`src/hdl/kcs_pkg.sv`:
```
// ----------------------------------------------------------------------------
// kcs_pkg
// field widths, controller states and the command bundle of the count store
// ----------------------------------------------------------------------------
package kcs_pkg;

  localparam int KEY_W  = 14;
  localparam int CNT_W  = 16;
  localparam int USED_W = 5;

  localparam logic [CNT_W-1:0] COUNT_MAX = {CNT_W{1'b1}};

  typedef logic [KEY_W-1:0]  key_t;
  typedef logic [CNT_W-1:0]  cnt_t;
  typedef logic [USED_W-1:0] used_t;

  // controller states, one-hot
  typedef enum logic [2:0] {
    ST_IDLE   = 3'b001,
    ST_SEARCH = 3'b010,
    ST_UPDATE = 3'b100
  } state_t;

  // controller to datapath
  typedef struct packed {
    logic load;    // capture the input item
    logic search;  // register key match and free entry
    logic commit;  // write back the entry and fill the result register
  } cmd_t;

endpackage

```
`src/hdl/kcs_ctrl.sv`:
```
// ----------------------------------------------------------------------------
// kcs_ctrl
// sequencer for the count store: search, then read-modify-write and result
// ----------------------------------------------------------------------------
module kcs_ctrl (
  input  logic         clk,
  input  logic         rst_n,
  input  logic         in_valid,
  output logic         in_stall,
  output logic         out_valid,
  input  logic         out_stall,
  output kcs_pkg::cmd_t cmd
);
  import kcs_pkg::*;

  state_t state_r, state_nxt;
  logic   out_valid_r, out_valid_nxt;
  logic   wb_ready;
  logic   in_xfer;

  // update may finish once the result register is free or draining
  assign wb_ready = (state_r == ST_UPDATE) && (!out_valid_r || !out_stall);
  assign in_stall = !rst_n || !((state_r == ST_IDLE) || wb_ready);
  assign in_xfer  = in_valid && !in_stall;

  // next state
  always_comb begin
    state_nxt = state_r;
    case (state_r)
      ST_IDLE: begin
        if (in_xfer) state_nxt = ST_SEARCH;
      end
      ST_SEARCH: begin
        state_nxt = ST_UPDATE;
      end
      ST_UPDATE: begin
        if (wb_ready) state_nxt = in_xfer ? ST_SEARCH : ST_IDLE;
      end
      default: begin
        state_nxt = ST_IDLE;
      end
    endcase
  end

  // result register occupancy
  always_comb begin
    out_valid_nxt = out_valid_r;
    if (wb_ready) out_valid_nxt = 1'b1;
    else if (out_valid_r && !out_stall) out_valid_nxt = 1'b0;
  end

  always_ff @(posedge clk) begin
    if (!rst_n) begin
      state_r     <= ST_IDLE;
      out_valid_r <= 1'b0;
    end else begin
      state_r     <= state_nxt;
      out_valid_r <= out_valid_nxt;
    end
  end

  // commands
  assign cmd.load   = in_xfer;
  assign cmd.search = (state_r == ST_SEARCH);
  assign cmd.commit = wb_ready;
  assign out_valid  = out_valid_r;

endmodule

```
`src/hdl/kcs_dpath.sv`:
```
// ----------------------------------------------------------------------------
// kcs_dpath
// entry table with parallel key compare, count update and result register
// ----------------------------------------------------------------------------
module kcs_dpath #(
  parameter int TABLE_DEPTH = 16
) (
  input  logic            clk,
  input  logic            rst_n,
  input  kcs_pkg::cmd_t   cmd,
  input  logic            in_action,
  input  kcs_pkg::key_t   in_key,
  input  kcs_pkg::cnt_t   in_amount,
  output kcs_pkg::cnt_t   out_taken,
  output logic            out_hit,
  output logic            out_overflow,
  output kcs_pkg::used_t  out_entries_used
);
  import kcs_pkg::*;

  localparam int UCNT_W = $clog2(TABLE_DEPTH + 1);

  // entry table
  key_t                   entry_key_r   [TABLE_DEPTH];
  cnt_t                   entry_count_r [TABLE_DEPTH];
  logic [TABLE_DEPTH-1:0] entry_valid_r;
  logic [UCNT_W-1:0]      used_r, used_nxt;

  // item being worked on
  logic action_r;
  key_t key_r;
  cnt_t amount_r;

  // search results
  logic [TABLE_DEPTH-1:0] match_r, match_nxt;
  logic [TABLE_DEPTH-1:0] free_oh_r, free_oh_nxt;
  logic [TABLE_DEPTH-1:0] free_vec;
  logic                   hit_r, free_any_r;

  // update path
  cnt_t            sel_count;
  logic [CNT_W:0]  sum;
  cnt_t            dep_count, take_amt, remain, new_count;
  logic            deposit, alloc, overflow, release_entry;
  logic [UCNT_W+USED_W-1:0] used_wide;

  // result register
  cnt_t  taken_r;
  logic  res_hit_r, res_ovf_r;
  used_t res_used_r;

  // capture the item
  always_ff @(posedge clk) begin
    if (cmd.load) begin
      action_r <= in_action;
      key_r    <= in_key;
      amount_r <= in_amount;
    end
  end

  // key compare against every entry, lowest free entry
  always_comb begin
    for (int i = 0; i < TABLE_DEPTH; i++) begin
      match_nxt[i] = entry_valid_r[i] && (entry_key_r[i] == key_r);
    end
    free_vec    = ~entry_valid_r;
    free_oh_nxt = free_vec & (~free_vec + {{(TABLE_DEPTH-1){1'b0}}, 1'b1});
  end

  always_ff @(posedge clk) begin
    if (cmd.search) begin
      match_r    <= match_nxt;
      free_oh_r  <= free_oh_nxt;
      hit_r      <= |match_nxt;
      free_any_r <= |free_vec;
    end
  end

  // matched count, keys are unique so at most one term is live
  always_comb begin
    sel_count = '0;
    for (int i = 0; i < TABLE_DEPTH; i++) begin
      sel_count = sel_count | (entry_count_r[i] & {CNT_W{match_r[i]}});
    end
  end

  // saturating add for deposit, bounded subtract for take
  always_comb begin
    sum           = {1'b0, sel_count} + {1'b0, amount_r};
    dep_count     = sum[CNT_W] ? COUNT_MAX : sum[CNT_W-1:0];
    take_amt      = (sel_count < amount_r) ? sel_count : amount_r;
    remain        = sel_count - take_amt;
    deposit       = !action_r;
    new_count     = deposit ? dep_count : remain;
    alloc         = deposit && !hit_r && free_any_r;
    overflow      = deposit && !hit_r && !free_any_r;
    release_entry = !deposit && hit_r && (remain == '0);
    used_nxt      = used_r;
    if (alloc) used_nxt = used_r + {{(UCNT_W-1){1'b0}}, 1'b1};
    else if (release_entry) used_nxt = used_r - {{(UCNT_W-1){1'b0}}, 1'b1};
    used_wide     = {{USED_W{1'b0}}, used_nxt};
  end

  // entry payload write-back
  always_ff @(posedge clk) begin
    if (cmd.commit) begin
      for (int i = 0; i < TABLE_DEPTH; i++) begin
        if (hit_r && match_r[i]) begin
          entry_count_r[i] <= new_count;
          if (release_entry) entry_key_r[i] <= '0;
        end else if (alloc && free_oh_r[i]) begin
          entry_key_r[i]   <= key_r;
          entry_count_r[i] <= amount_r;
        end
      end
    end
  end

  // valid bits and fill count
  always_ff @(posedge clk) begin
    if (!rst_n) begin
      entry_valid_r <= '0;
      used_r        <= '0;
    end else if (cmd.commit) begin
      used_r <= used_nxt;
      for (int i = 0; i < TABLE_DEPTH; i++) begin
        if (release_entry && match_r[i]) entry_valid_r[i] <= 1'b0;
        else if (alloc && free_oh_r[i]) entry_valid_r[i] <= 1'b1;
      end
    end
  end

  // result register
  always_ff @(posedge clk) begin
    if (cmd.commit) begin
      taken_r    <= (!deposit && hit_r) ? take_amt : '0;
      res_hit_r  <= hit_r;
      res_ovf_r  <= overflow;
      res_used_r <= used_wide[USED_W-1:0];
    end
  end

  assign out_taken        = taken_r;
  assign out_hit          = res_hit_r;
  assign out_overflow     = res_ovf_r;
  assign out_entries_used = res_used_r;

endmodule

```
`src/hdl/keyed_count_store.sv`:
```
// ----------------------------------------------------------------------------
// keyed_count_store
// associative table of key/count entries with deposit and take items
// ----------------------------------------------------------------------------
//  channel  ports                                         direction
//  in       in_valid in_stall in_action in_key in_amount  item in
//  out      out_valid out_stall out_taken out_hit
//           out_overflow out_entries_used                 result out
//
//  an item passes a search state (parallel key compare, free-entry pick),
//  then an update state (read-modify-write of the matched or new entry).
//  a new item is taken in the cycle the previous one writes back.
//  the result register frees the input side; a held result stalls the
//  write-back of the next item and, while that waits, the input side.
//  reset clears all valid bits at once; no clearing pass is needed.
// ----------------------------------------------------------------------------
module keyed_count_store #(
  parameter int TABLE_DEPTH = 16
) (
  input  logic            clk,
  input  logic            rst_n,
  input  logic            in_valid,
  output logic            in_stall,
  input  logic            in_action,
  input  kcs_pkg::key_t   in_key,
  input  kcs_pkg::cnt_t   in_amount,
  output logic            out_valid,
  input  logic            out_stall,
  output kcs_pkg::cnt_t   out_taken,
  output logic            out_hit,
  output logic            out_overflow,
  output kcs_pkg::used_t  out_entries_used
);
  import kcs_pkg::*;

  cmd_t cmd;

  // sequencer
  kcs_ctrl u_ctrl (
    .clk       (clk),
    .rst_n     (rst_n),
    .in_valid  (in_valid),
    .in_stall  (in_stall),
    .out_valid (out_valid),
    .out_stall (out_stall),
    .cmd       (cmd)
  );

  // table and result path
  kcs_dpath #(
    .TABLE_DEPTH (TABLE_DEPTH)
  ) u_dpath (
    .clk              (clk),
    .rst_n            (rst_n),
    .cmd              (cmd),
    .in_action        (in_action),
    .in_key           (in_key),
    .in_amount        (in_amount),
    .out_taken        (out_taken),
    .out_hit          (out_hit),
    .out_overflow     (out_overflow),
    .out_entries_used (out_entries_used)
  );

endmodule

```
`config.mk`:
```
export PLATFORM = sky130hd
export DESIGN_NAME = keyed_count_store
export DESIGN_NICKNAME = d
export VERILOG_FILES = /design/src/hdl/kcs_pkg.sv /design/src/hdl/kcs_ctrl.sv /design/src/hdl/kcs_dpath.sv /design/src/hdl/keyed_count_store.sv
export SDC_FILE = /design/constraint.sdc
export NUM_CORES = 1
export LEC_CHECK = 0
export BUFFER_PORTS_ARGS = -buffer_cell sky130_fd_sc_hd__buf_2
export CORE_ASPECT_RATIO = 1.25
export CORE_UTILIZATION = 50
export CTS_CLUSTER_DIAMETER = 40
export CTS_CLUSTER_SIZE = 20
export DETAILED_ROUTE_END_ITERATION = 8
export HOLD_SLACK_MARGIN = 0.02
export PLACE_DENSITY_LB_ADDON = 0.2
export SKIP_LAST_GASP = 1
export SYNTH_ARGS = -nofsm -noshare
export SYNTH_HDL_FRONTEND = slang
export SYNTH_HIERARCHICAL = 1
export SYNTH_SLANG_ARGS = --single-unit
```
`constraint.sdc`:
```
create_clock -name clk -period 11.8 [get_ports clk]
set_input_delay 1.18 -clock clk [delete_from_list [all_inputs] [get_ports clk]]
set_output_delay 1.18 -clock clk [all_outputs]
set_load 0.05 [all_outputs]
```
==> out/results.txt <==
Top Metal Used = met4
Area grow syn2layout = 12.3%
Period utilization = 69.4%
HPWL Detailed = 50300 um
Synth warn = 6
Number of CTS-inserted buffers = 79
CTS tree = yes
End of the critical path = u_dpath/entry_key_r[0][64]$_SDFFCE_PN0P_
Count of cell types in the netlist = 74
CP required = 12.04 ns
Finish-stage setup viols = 0
Largest net degree at the start of global routing = 50
Worst setup EP type = flip-flop
Post-CTS setup buffer count = 0
Combined area of the multi-input logic cells = 10900 um^2
Simple-Gate Fraction of Synth Area = 13.9%
Top FF cell, synth = edfxtp_1
Cell Area, Synth = 29400 um^2
# fillers = 4853
Yosys top cell area share = 57.9%
Total core area = 58200 um^2
Pwr Total = 5180 uW
Clock latency on the worst-skew pair = 0.64 ns
Largest delay share family, worst path = compound AO/OA/AOI/OAI gates
DR pass1 iterations = 8
Worst Hold Launch = u_dpath/match_r[11]$_DFFE_PP_
Worst path depth = 22
Register area share after synthesis = 59.6%
Post-DRT Antenna Nets = 0
Syn avg cell area = 11.5 um^2
Peak supply drop = 0.141 mV
GRT overflow = 0
Synth top area cells = edfxtp_1, xnor2_1, o21ai_0
Post-CTS resize count = 0
Height of the chip = 273 um
Initial core utilization = 50.6%
Worst r2r path cells = 22
R2r endpoint = u_dpath/entry_key_r[0][64]$_SDFFCE_PN0P_
Routed wire per std cell = 24.9 um
Core Rows = 99
Clk sinks = 593
Post-route DRC = 0
Max frequency = 122 MHz
Routed wl met3 = 6500 um
Measured slew at the worst slew-check pin = 1.34 ns
Clock buffer depth = 3
Final net count = 2595
RSZ-0062 raised after global routing = false
PwrDens = 157 nW/um^2
DIE WIDTH = 219 um
Leading area contributor after synthesis = edfxtp_1
Flop-to-flop setup slack = 3.61 ns
First-pass GRT wire length = 124000 um
I/O Buffers = 59
Setup TNS = 0 ns
Syn nets = 2645
Iter 0 DRT Violations = 2239
Post-Synthesis Cells = 2556
# IOs = 60
Post-Synth Adder-Cell Area = 2.35%
Overall routing resource usage = 28.0%
Mux share of post-synthesis cell area = 0.221%
R2R Path Start = u_dpath/match_r[6]$_DFFE_PP_
Root Buffer = clkbuf_16
CP max FO = 33
Critical path origin = u_dpath/match_r[6]$_DFFE_PP_
Worst setup SP type = flip-flop
Slew HR = 10.7%
Vias = 20300
Fraction of registers with async set/reset = 0%
Number of synthesized flops with an enable pin = 568
Core Util, Final = 56.8%
H-tree depth = 3
Min-Delay Path Class = flip-flop to flip-flop
CP Cell Sequence = a22o_1, a221oi_1, nand4_1, ha_1, nand4_1, a2111oi_0, a211o_1, buf_4, nand2_1, o21ai_0, ha_1, inv_1, fa_1, a211o_1, a21oi_1, a2111oi_0, a211oi_1, nand3_1, nor4_4, nand4_4, nor2_4, a21o_1
Final Hold Vio Count = 0
Compound-cell area share of the yosys netlist = 12.8%
Initial antenna violation count = 2
Die area = 59900 um^2
Worst path max stage delay = 0.86 ns
Crit path time final = 8.19 ns
Largest family of logic cells by synthesized area = simple AND/OR/NAND/NOR gates
Reg area = 17600 um^2
GP Congestion = 0.904
Buf/Inv on CP = 2
Cts hold-fix bufs = 0
WL final = 82900 um
Slew Limit Fails = 0
CP Class = flip-flop to flip-flop
Max Clock Skew = 0.0372 ns
Met2 WL = 41200 um
Xor-xnor portion of the synthesized cell area = 7.47%
Worst EP arrival = 8.43 ns
Share of layout cells above drive strength 1 = 10.7%
CP max stage cell = edfxtp_1
Lkg Pwr = 0.0106 uW
Clock transition at the registers of the reported paths = 0.06 ns
WL met1 = 32200 um
Vias in the first global route = 20100
Via density = 6.10
Total of max-cap violations = 0
Synth Register Bits = 593
Status = finished, final reports clean
Ant diodes = 0
==> sequential cells by signal, indices dropped and copies added (netlist names) <==
name,count
u_dpath/match_r,16
u_dpath/amount_r,16
u_dpath/free_oh_r,16
u_dpath/key_r,14
u_dpath/used_r,5
u_dpath/entry_count_r,256
u_dpath/out_entries_used,5
u_dpath/hit_r,1
u_dpath/out_taken,16
u_dpath/entry_key_r,224
u_dpath/free_any_r,1
u_dpath/out_hit,1
u_dpath/action_r,1
u_ctrl/state_r,3
u_dpath/entry_valid_r,16
u_dpath/out_overflow,1
u_ctrl/out_valid,1
==> report_power, final <==
group | internal, uW | leakage, uW | switching, uW
Sequential | 2320 | 0.00480 | 22.5
Combinational | 94.6 | 0.00442 | 168
Clock | 1600 | 0.00136 | 976
==> metrics by stage <==
step                cells  cell area, um^2  setup slack (ns)  hold WS, ns
floorplan            2556            29400              5.65        0.468
finish               3328            33100              3.61        0.504
global placement     3182            30200              3.93        0.476
detailed placement   3182            30200              3.77        0.488
global route         3328            33100              3.13        0.534
CTS                  3328            33100              3.69        0.496
==> cell type report <==
class / count / area share, %
multi-input cells: 1684 / 32.9
well taps: 757 / 2.87
flip-flops and latches: 593 / 53.1
clock inverters: 57 / 2.58
inverters: 40 / 0.454
repair buffers: 108 / 2.01
clock buffers: 89 / 6.13
==> cells by family (layout without fill, tap and decap cells) <==
kind of cell | Yosys count | in the layout
compound gates | 588 | 588
buf+inv | 279 | 294
mux | 6 | 6
fa+ha+maj | 54 | 54
simple gates | 787 | 787
xor+xnor | 249 | 249
flops | 593 | 593
==> metal layers <==
layer / track usage [%] / vias to the layer above
met2: 48.2 / 960
met4: 11.5 / 0
met3: 4.04 / 229
met5: 0 / -
li1: - / 9159
met1: 35.4 / 9951
==> worst register-to-register path, delay by kind of cell (launching register included) <==
kind | cells | cell delay [ns]
AO/OA/AOI/OAI | 10 | 3.28
AND/OR/NAND/NOR | 7 | 2.14
adder cells (fa/ha/maj) | 3 | 1.18
flip-flops | 1 | 0.86
buffers and inverters | 2 | 0.35
==> how the worst min path moves through the flow <==
stage | endpoint | cells after the start
floorplan | u_dpath/free_any_r$_DFFE_PP_ | 1
global placement | u_dpath/entry_valid_r[11]$_SDFFE_PN0P_ | 1
detailed placement | u_dpath/entry_valid_r[12]$_SDFFE_PN0P_ | 1
CTS | u_dpath/entry_valid_r[11]$_SDFFE_PN0P_ | 1
global route | u_dpath/used_r[4]$_SDFFE_PN0P_ | 2
finish | u_dpath/entry_valid_r[11]$_SDFFE_PN0P_ | 1
==> synth_stat cells (all sizes together) (5+ instances only) <==
| library cell | count |
|---|---|
| a211oi | 7 |
| a21o | 43 |
| a21oi | 44 |
| a221oi | 65 |
| a22o | 65 |
| a31oi | 5 |
| and2 | 228 |
| and3 | 21 |
| buf | 31 |
| clkbuf | 208 |
| dfxtp | 25 |
| edfxtp | 568 |
| ha | 52 |
| inv | 40 |
| mux2i | 5 |
| nand2 | 308 |
| nand2b | 11 |
| nand3 | 29 |
| nand4 | 74 |
| nor2 | 48 |
| nor2b | 8 |
| nor3 | 13 |
| nor3b | 5 |
| nor4 | 24 |
| o211ai | 6 |
| o21a | 5 |
| o21ai | 312 |
| o21bai | 5 |
| o22ai | 9 |
| o31ai | 5 |
| or3 | 5 |
| xnor2 | 240 |
| xor2 | 9 |
==> layout by cell type, fill, tap and decap left out, drive strengths merged, types with 6 or more instances in the layout <==
| master | n |
|---|---|
| edfxtp | 568 |
| o21ai | 312 |
| nand2 | 308 |
| xnor2 | 240 |
| and2 | 228 |
| buf | 108 |
| clkbuf | 89 |
| nand4 | 74 |
| a22o | 65 |
| a221oi | 65 |
| inv | 55 |
| ha | 52 |
| nor2 | 48 |
| a21oi | 44 |
| a21o | 43 |
| nand3 | 29 |
| dfxtp | 25 |
| nor4 | 24 |
| and3 | 21 |
| clkinv | 17 |
| bufinv | 15 |
| nor3 | 13 |
| nand2b | 11 |
| clkinvlp | 10 |
| xor2 | 9 |
| o22ai | 9 |
| nor2b | 8 |
| a211oi | 7 |
| o211ai | 6 |
Note: power is estimated with default switching activity, not from simulation.
